**config.mk**
```make
export PLATFORM = sky130hd
export DESIGN_NAME = gbn_ctrl
export DESIGN_NICKNAME = d
export VERILOG_FILES = /design/src/hw/rtl/gbn_pkg.sv /design/src/hw/rtl/gbn_ctrl.sv
export SDC_FILE = /design/constraint.sdc
export NUM_CORES = 1
export LEC_CHECK = 0
export ABC_CLOCK_PERIOD_IN_PS = 2750
export BUFFER_PORTS_ARGS = -buffer_cell sky130_fd_sc_hd__buf_2
export CAP_MARGIN = 25
export CORE_AREA = 4 4 41 43
export DETAILED_ROUTE_END_ITERATION = 12
export DIE_AREA = 0 0 45 47
export HOLD_SLACK_MARGIN = 0.1
export MAX_ROUTING_LAYER = met4
export PLACE_DENSITY = 0.37
export SLEW_MARGIN = 20
export SYNTH_ARGS = -nofsm -noshare
export SYNTH_HDL_FRONTEND = slang
export SYNTH_SLANG_ARGS = --single-unit
```
**constraint.sdc**
```tcl
create_clock -name clock -period 2.75 [get_ports clock]
set_input_delay 0.275 -clock clock [delete_from_list [all_inputs] [get_ports clock]]
set_output_delay 0.275 -clock clock [all_outputs]
set_load 0.1 [all_outputs]
```
**src/hw/rtl/gbn_pkg.sv**
```systemverilog
// Shared types and constants for the greedy box suppression block.
// Holds the controller state type, the command and status structs and reset values.
// No dependencies.
package gbn_pkg;

   typedef enum logic [2:0] {
      ST_IDLE,
      ST_PREP,
      ST_SCAN,
      ST_COMMIT
   } state_type;

   typedef struct packed {
      logic capture;
      logic prep;
      logic issue;
      logic commit;
   } ctrl_cmd_type;

   typedef struct packed {
      logic scan_more;
      logic pipe_busy;
   } dp_status_type;

   typedef enum logic [1:0] {
      CSR_OVERLAP_THRESHOLD = 2'd0,
      CSR_DECAY_FACTOR      = 2'd1,
      CSR_CANDIDATE_LIMIT   = 2'd2
   } csr_index_type;

   localparam int           COORD_W         = 16;
   localparam int           AREA_W          = 32;
   localparam int           ENTRY_W         = 4 * COORD_W + AREA_W;
   localparam int           THR_W           = 17;
   localparam logic [16:0]  THR_RESET       = 17'd19661;
   localparam logic [16:0]  DECAY_RESET     = 17'd65536;
   localparam logic [7:0]   LIMIT_RESET     = 8'd100;
   localparam logic [16:0]  THR_ONE         = 17'd65536;
   localparam logic [16:0]  THR_HALF        = 17'd32768;
   localparam logic [7:0]   SEEN_MAX        = 8'd255;

endpackage

```
**src/hw/rtl/gbn_ctrl.sv**
```systemverilog
// Controller state machine for the greedy box suppression block.
// Depends on gbn_pkg for the state, command and status types.
module gbn_ctrl (
   input  logic                   clock,
   input  logic                   reset,
   input  logic                   start,
   output logic                   busy,
   input  gbn_pkg::dp_status_type status,
   output gbn_pkg::ctrl_cmd_type  cmd
);

   gbn_pkg::state_type state_ff;
   gbn_pkg::state_type state_in;

   always_ff @(posedge clock) begin
      if (reset) begin
         state_ff <= gbn_pkg::ST_IDLE;
      end else begin
         state_ff <= state_in;
      end
   end

   always_comb begin
      state_in = state_ff;
      unique case (state_ff)
         gbn_pkg::ST_IDLE: begin
            if (start) begin
               state_in = gbn_pkg::ST_PREP;
            end
         end
         gbn_pkg::ST_PREP: begin
            state_in = gbn_pkg::ST_SCAN;
         end
         gbn_pkg::ST_SCAN: begin
            if (!status.scan_more && !status.pipe_busy) begin
               state_in = gbn_pkg::ST_COMMIT;
            end
         end
         gbn_pkg::ST_COMMIT: begin
            state_in = gbn_pkg::ST_IDLE;
         end
         default: begin
            state_in = gbn_pkg::ST_IDLE;
         end
      endcase
   end

   always_comb begin
      cmd  = '0;
      busy = 1'b1;
      unique case (state_ff)
         gbn_pkg::ST_IDLE: begin
            busy        = 1'b0;
            cmd.capture = start;
         end
         gbn_pkg::ST_PREP: begin
            cmd.prep = 1'b1;
         end
         gbn_pkg::ST_SCAN: begin
            cmd.issue = status.scan_more;
         end
         gbn_pkg::ST_COMMIT: begin
            cmd.commit = 1'b1;
         end
         default: begin
            busy = 1'b1;
         end
      endcase
   end

endmodule

```
* After elaboration in Yosys (flattened, before gate mapping) *
Index checks and enable logic that the tools add are counted.

cells by class
  multiplexer cells = 8
  reduce and logical (&&, ||, !) cells = 5
  equal/unequal tests = 5

operators by type and width
  kind                number
  $pmux 3 s3          1
  $eq 3x2->1 const B  2
  $mux 3              2
  $mux 1              5
  $ne 2x2->1 const B  2
  $eq 3x1->1 const B  1
  $logic_not 3->1     1
  $logic_not 1->1     2
  $reduce_and 2->1    1
  $logic_and 1x1->1   1

word-level totals
  bits in registers = 3
  input port bits = 5

* Longest topological paths before layout *
Gate-level depths: netlist of the first run.

  depth after elaboration = 4
  gate-level depth with buffers = 5
  depth with buffers taken out = 5

* Least setup slack after synthesis of the first run *
OpenSTA, ideal clock, no wires.

  kind = reg-to-output
  start point = register state_ff[1]
  end point = output port cmd[3] (netlist bit)
  arrival time = 1354 ps
  cell stages (with the launch flop) = 4
  required time = 2475 ps
  path slack = 1121 ps
  cells stage by stage = dfxtp_1 -> inv_1 -> ha_1 -> and2_1

RTL lines
  item                      RTL line        RTL
  start: declaration        gbn_ctrl.sv:12  gbn_pkg::state_type state_ff;
  start signal: assignment  gbn_ctrl.sv:17  state_ff <= gbn_pkg::ST_IDLE;
  start signal: assignment  gbn_ctrl.sv:19  state_ff <= state_in;
  end: declaration          gbn_ctrl.sv:9   output gbn_pkg::ctrl_cmd_type cmd

==> flow_summary.toml, run 1 <==
[yosys]
yosysWarnings = 0
synth.distinct_cells = 11
post_synth.cell_area_avg_um2 = 8.89
synth_seq_cells = 2
ys_seq_area_share_pct = 23.7
syn-instance-count = 19
syn_area_um2 = 169
synth_nets = 28

[global_route]
grt_pass1_vias = 154
grt_pass1_wl_um = 634
antenna_found_initial = 0
grt_start_max_net_pins = 5
met3_usage_pct = 3.45
grt_util_met1_pct = 6.11
grt_usage_pct = 4.89
gr-total-overflow = 0
grt_use_met2_pct = 4.24
busiest_layer = "met1"

[final_layout]
diodes = 0
layout_commonest_cell = "buf_2"
drive_gt1_share_pct = 45.2
reg_top3 = "state_ff: 2 flops"
layout_common_cells = "buf_2 (9), inv_1 (4), ha_1 (4)"
top_register = "state_ff"
fin_nets = 42
n_fill_cell = 156
areaGrowthSynthToFinish_pct = 51.1
largest_reg_flops = 2

[cts]
clk_pin_slew_worst_paths_ns = 0.03
cts_buffer_depth = 2
cts_root_buffer = "clkbuf_4"
cts_setup_buffers = 0
cts_buffers = 3
cts_tree = "yes"
ctsResizeCount = 0
cts.sinks = 2
ctsHoldBuffers = 0
cts_max_level = 1
clock_latency_ns = 0.22

[timing]
finalHoldViolCount = 0
fmax_ghz = 0.590
finalSetupViolCount = 0
layout_setup_ws_ns = 1.05
rsz0062_at_grt = "false"
slew_violations = 0
slew_headroom_pct = 67.8
worstMarginPinSlew_ns = 0.487
finClkSkew_ns = 0.00655
period_needed_ns = 1.70
fin_tns_setup_ns = 0
finalCritPeriodShare_pct = 61.7

[setup_path]
crit_slowest_cell = "buf_2"
required_ns = 2.48
path_max_fanout = 4
reg2reg_from = "state_ff[0]"
crit_chain = "inv_1, ha_1, and2_1, buf_2"
critPathArrivalTime_ns = 1.42
critPathCaptureType = "primary output"
start_kind = "flop"
crit_family = "buffers and inverters"
max_stage_delay_ns = 0.42
crit_buf_inv = 2
startpoint = "state_ff[1]"
critPathKind = "reg2out"

[route]
vias = 158
wl_per_cell_um = 8.89
drc = 0
routed_wl_um = 409
first_iter_violations = 1
final_antenna_net_count = 0
viasPerCell = 3.43
first_pass_iters = 3

[die]
die_area_um2 = 2120
die_w_um = 45
core_um2 = 1300
io_pins = 10
initial_core_util_pct = 13.0
dieHeight_um = 47
num_rows = 13

[outcome]
status = "completed"

[hold_path]
hold_class = "in2reg"
hold_start = "reset"

[placement]
dp_hpwl_um = 319
place_congestion = 0.663
portBuffers = 9
dp_worst_setup_slack_ns = 1.27

[job]
max_cap_violations = 0
==> worst register-to-register path, stage by stage, from the launching register on <==
cell	delay, ns
dfxtp_1	0.37
inv_1	0.08
ha_1	0.24
nand2b_1	0.14
a211oi_2	0.08
a41o_1	0.20
==> synthesized netlist by cell type <==
library cell	number	area, um2
a211oi_2	1	12.5
nand2b_1	1	6.26
ha_1	4	50.1
o21ai_2	1	8.76
inv_1	4	15.0
a41o_1	1	10.0
a21oi_1	1	5.00
and2_1	2	12.5
nor3_1	1	5.00
nor2_1	1	3.75
dfxtp_1	2	40.0
==> stage by stage <==
step	hold WS [ns]	util, %	instances	instance area (um2)
2_1_floorplan	0.354	-	19	169
3_3_place_gp	0.493	17.9	43	233
3_5_place_dp	0.504	17.9	43	233
4_1_cts	0.262	19.6	46	255
5_1_grt	0.278	19.6	46	255
6_report	0.274	19.6	46	255
==> layer usage <==
| layer | vias to the layer above | routed length, um |
|---|---|---|
| li1 | 87 | - |
| met1 | 61 | 225 |
| met2 | 10 | 121 |
| met3 | 0 | 62 |
| met4 | 0 | 0 |
| met5 | - | 0 |
==> final timing paths <==
check / slack, ns / end / cells past startpoint
setup / recovery: 1.05 / cmd[3] / 4
hold / removal: 0.27 / state_ff[0] / 2
setup reg to reg: 1.52 / state_ff[1] / 5
hold reg to reg: 0.56 / state_ff[0] / 2
==> kinds of logic (layout without fill, tap and decap cells) <==
kind of cell               Yosys count  in the layout  share of synthesized area, %
AOI/OAI and AO/OA                    4              4                          21.5
adders and majority gates            4              4                          29.6
buffers and inverters                4             16                          8.89
and+or+nand+nor                      5              5                          16.3
DFF                                  2              2                          23.7
==> cell type report <==
cell class / count / area, um2 / area share [%]
sequential: 2 / 40.0 / 15.7
clock buffer: 3 / 22.5 / 8.82
timing repair buffer: 9 / 45.0 / 17.6
multi-input combinational: 13 / 114 / 44.6
inverter: 4 / 15.0 / 5.88
tap: 15 / 18.8 / 7.35
Power of run 1 is left out: the tool's default activity adds up to more than one toggle a clock period on the data nets, which glitch-free logic cannot reach.
==> run 2: changes to the inputs <==
--- a/config.mk
+++ b/config.mk
@@ -5,7 +5,8 @@
 export SDC_FILE = /design/constraint.sdc
 export NUM_CORES = 1
 export LEC_CHECK = 0
-export ABC_CLOCK_PERIOD_IN_PS = 2750
+export ABC_AREA = 1
+export ABC_CLOCK_PERIOD_IN_PS = 1500
 export BUFFER_PORTS_ARGS = -buffer_cell sky130_fd_sc_hd__buf_2
 export CAP_MARGIN = 25
 export CORE_AREA = 4 4 41 43
@@ -13,7 +14,7 @@
 export DIE_AREA = 0 0 45 47
 export HOLD_SLACK_MARGIN = 0.1
 export MAX_ROUTING_LAYER = met4
-export PLACE_DENSITY = 0.37
+export PLACE_DENSITY = 0.41
 export SLEW_MARGIN = 20
 export SYNTH_ARGS = -nofsm -noshare
 export SYNTH_HDL_FRONTEND = slang
==> constraint.sdc (replaced) <==
create_clock -name clock -period 1.5 [get_ports clock]
set_input_delay 0.15 -clock clock [delete_from_list [all_inputs] [get_ports clock]]
set_output_delay 0.15 -clock clock [all_outputs]
set_load 0.1 [all_outputs]
==> run 2 against run 1 <==
Effect of this change:
- die area did not move
- core utilization rose by 6.9 points
- final area increased by 35%
- non-clock buffer count did not move
- worst hold slack got worse by 0.12 ns
- global-route usage rose by 0.32 points
- critical path type unchanged
- largest cell class unchanged
==> flow_summary.toml, run 2 <==
[placement]
placed_cells = 50
portBuffers = 9
dp_worst_setup_slack_ns = 0.276
place_congestion = 0.688
dp_hpwl_um = 321

[setup_path]
r2r_end = "state_ff[1]"
reg2reg_from = "state_ff[1]"
path_max_fanout = 4
reg2reg_depth = 7
required_ns = 1.35
critPathKind = "reg2out"
critPathArrivalTime_ns = 1.27
start_kind = "flop"
critPathCaptureType = "primary output"
r2r_slack_ns = 0.37

[yosys]
synthAdderAreaFrac_pct = 25.3
synthArstFlopShare_pct = 0
yosys-top-cells-area = "ha_1 (25%), dfxtp_1 (20%), inv_1 (15%), nand2_2 (9.5%), bufinv_8 (8.9%)"
synth_top_area_share_pct = 25.3
synth_top_flop_cell = "dfxtp_1"
synth_edf_count = 0
yosysWarnings = 0
yosys.area.top_type = "ha_1"
synth_seq_cells = 2
syn_area_um2 = 198
synth.distinct_cells = 11
synthTopCellsByCount = "inv_1 (8), ha_1 (4), nand2_1 (3), nand2_2 (3), dfxtp_1 (2)"
synth-xor-area-share_pct = 0
synthSimpleGateAreaFrac_pct = 25.3
synth_top_family_by_area = "adder cells"
synth_compound_area_share_pct = 5.06
post_synth.cell_area_avg_um2 = 7.60
syn-instance-count = 26
synth_mux_area_share_pct = 0
ys_seq_area_share_pct = 20.3
synth_nets = 35
yosysMostFrequentCell = "inv_1"

[die]
io_pins = 10
num_rows = 13
dieHeight_um = 47
initial_core_util_pct = 15.2
die_w_um = 45
core_um2 = 1300
die_area_um2 = 2120

[timing]
fmax_ghz = 0.703
worstMarginPinSlew_ns = 0.483
slew_headroom_pct = 68.0
finalSetupViolCount = 0
slew_violations = 0
finalHoldViolCount = 0
finClkSkew_ns = 0.00121
period_needed_ns = 1.42
fin_tns_setup_ns = 0
rsz0062_at_grt = "false"
finalCritPeriodShare_pct = 94.8
layout_setup_ws_ns = 0.0781

[route]
viasPerCell = 3.51
final_antenna_net_count = 0
first_pass_iters = 4
first_iter_violations = 7
drc = 0
routed_wl_um = 407
wl_per_cell_um = 7.68
vias = 186

[final_layout]
top_register = "state_ff"
reg_top3 = "state_ff: 2 flops"
largest_reg_flops = 2
layout_common_cells = "inv_1 (8), buf_2 (5), ha_1 (4), buf_12 (4)"
fin_nets = 49
layout_commonest_cell = "inv_1"
fin_util_pct = 26.5
stdcell_count = 53
diodes = 0
drive_gt1_share_pct = 47.4
areaGrowthSynthToFinish_pct = 74.7

[global_route]
grt_pass1_vias = 195
grt_usage_pct = 5.21
grt_start_max_net_pins = 5
grt_pass1_wl_um = 710
gr-total-overflow = 0
antenna_found_initial = 0

[cts]
cts_max_level = 1
ctsHoldBuffers = 0
clk_pin_slew_worst_paths_ns = 0.03
clock_latency_ns = 0.23
cts_root_buffer = "clkbuf_4"
cts_setup_buffers = 0
cts_tree = "yes"
cts.sinks = 2
cts_buffers = 3
cts_buffer_depth = 2

[hold_path]
hold_path_end = "state_ff[1]"
hold_class = "in2reg"
hold_start = "reset"
worstHoldPathCells = 4

[outcome]
status = "completed"

[job]
max_cap_violations = 0
==> run 2: cell count changes in the layout (fill, tap and decap cells not counted), sizes merged <==
cell,before,now
nand2,0,6
inv,4,8
and2,2,0
a211oi,1,0
a41o,1,0
bufinv,0,1
nand2b,1,0
nand3,0,1
nand4,0,1
nor3,1,0
==> run 2: worst max path at each step <==
| stage | start | end | slack, ns |
|---|---|---|---|
| floorplan | state_ff[1] | busy | 0.03 |
| global placement | state_ff[1] | cmd[3] | 0.29 |
| detailed placement | state_ff[1] | cmd[3] | 0.28 |
| CTS | state_ff[1] | cmd[3] | 0.04 |
| global route | state_ff[1] | cmd[3] | 0.0009 |
| finish | state_ff[1] | cmd[3] | 0.08 |
==> run 2: metrics by stage <==
step,hold WS [ns],cell area [um2]
2_1_floorplan,0.303,198
3_3_place_gp,0.413,322
3_5_place_dp,0.403,322
4_1_cts,0.162,344
5_1_grt,0.172,345
6_report,0.155,345
==> run 2: worst max-delay path, stage by stage, from the launching register on <==
cell      delay [ns]
dfxtp_2         0.32
bufinv_8        0.18
ha_1            0.21
nand2_1         0.07
inv_1           0.09
buf_12          0.18
==> run 2: per-layer routing <==
metal  track usage (%)  up-vias  wire length (um)
met1              4.97       78               170
met5                 -        -                 0
met3              1.15        2                18
met4              7.02        0                14
met2              7.63        5               203
li1                  -      101                 -
==> run 2: kinds of logic after synthesis <==
logic type | Yosys count
buffers and inverters | 9
AND/OR/NAND/NOR | 9
adder cells (fa/ha/maj) | 4
AO/OA/AOI/OAI | 2
flip-flops | 2
==> run 2: area by class of cell <==
type / count / area (um2)
clock buffer: 3 / 22.5
sequential: 2 / 41.3
fill: 151 / 956
multi-input combinational: 15 / 110
inverter: 9 / 47.5
timing repair buffer: 9 / 105
tap: 15 / 18.8
==> run 2: repair_timing <==
action,CTS,global route
resized for setup,0,1
endpoints found under the hold margin,0,0
setup endpoints to repair,0,2
Power of run 2 is left out for the same reason.
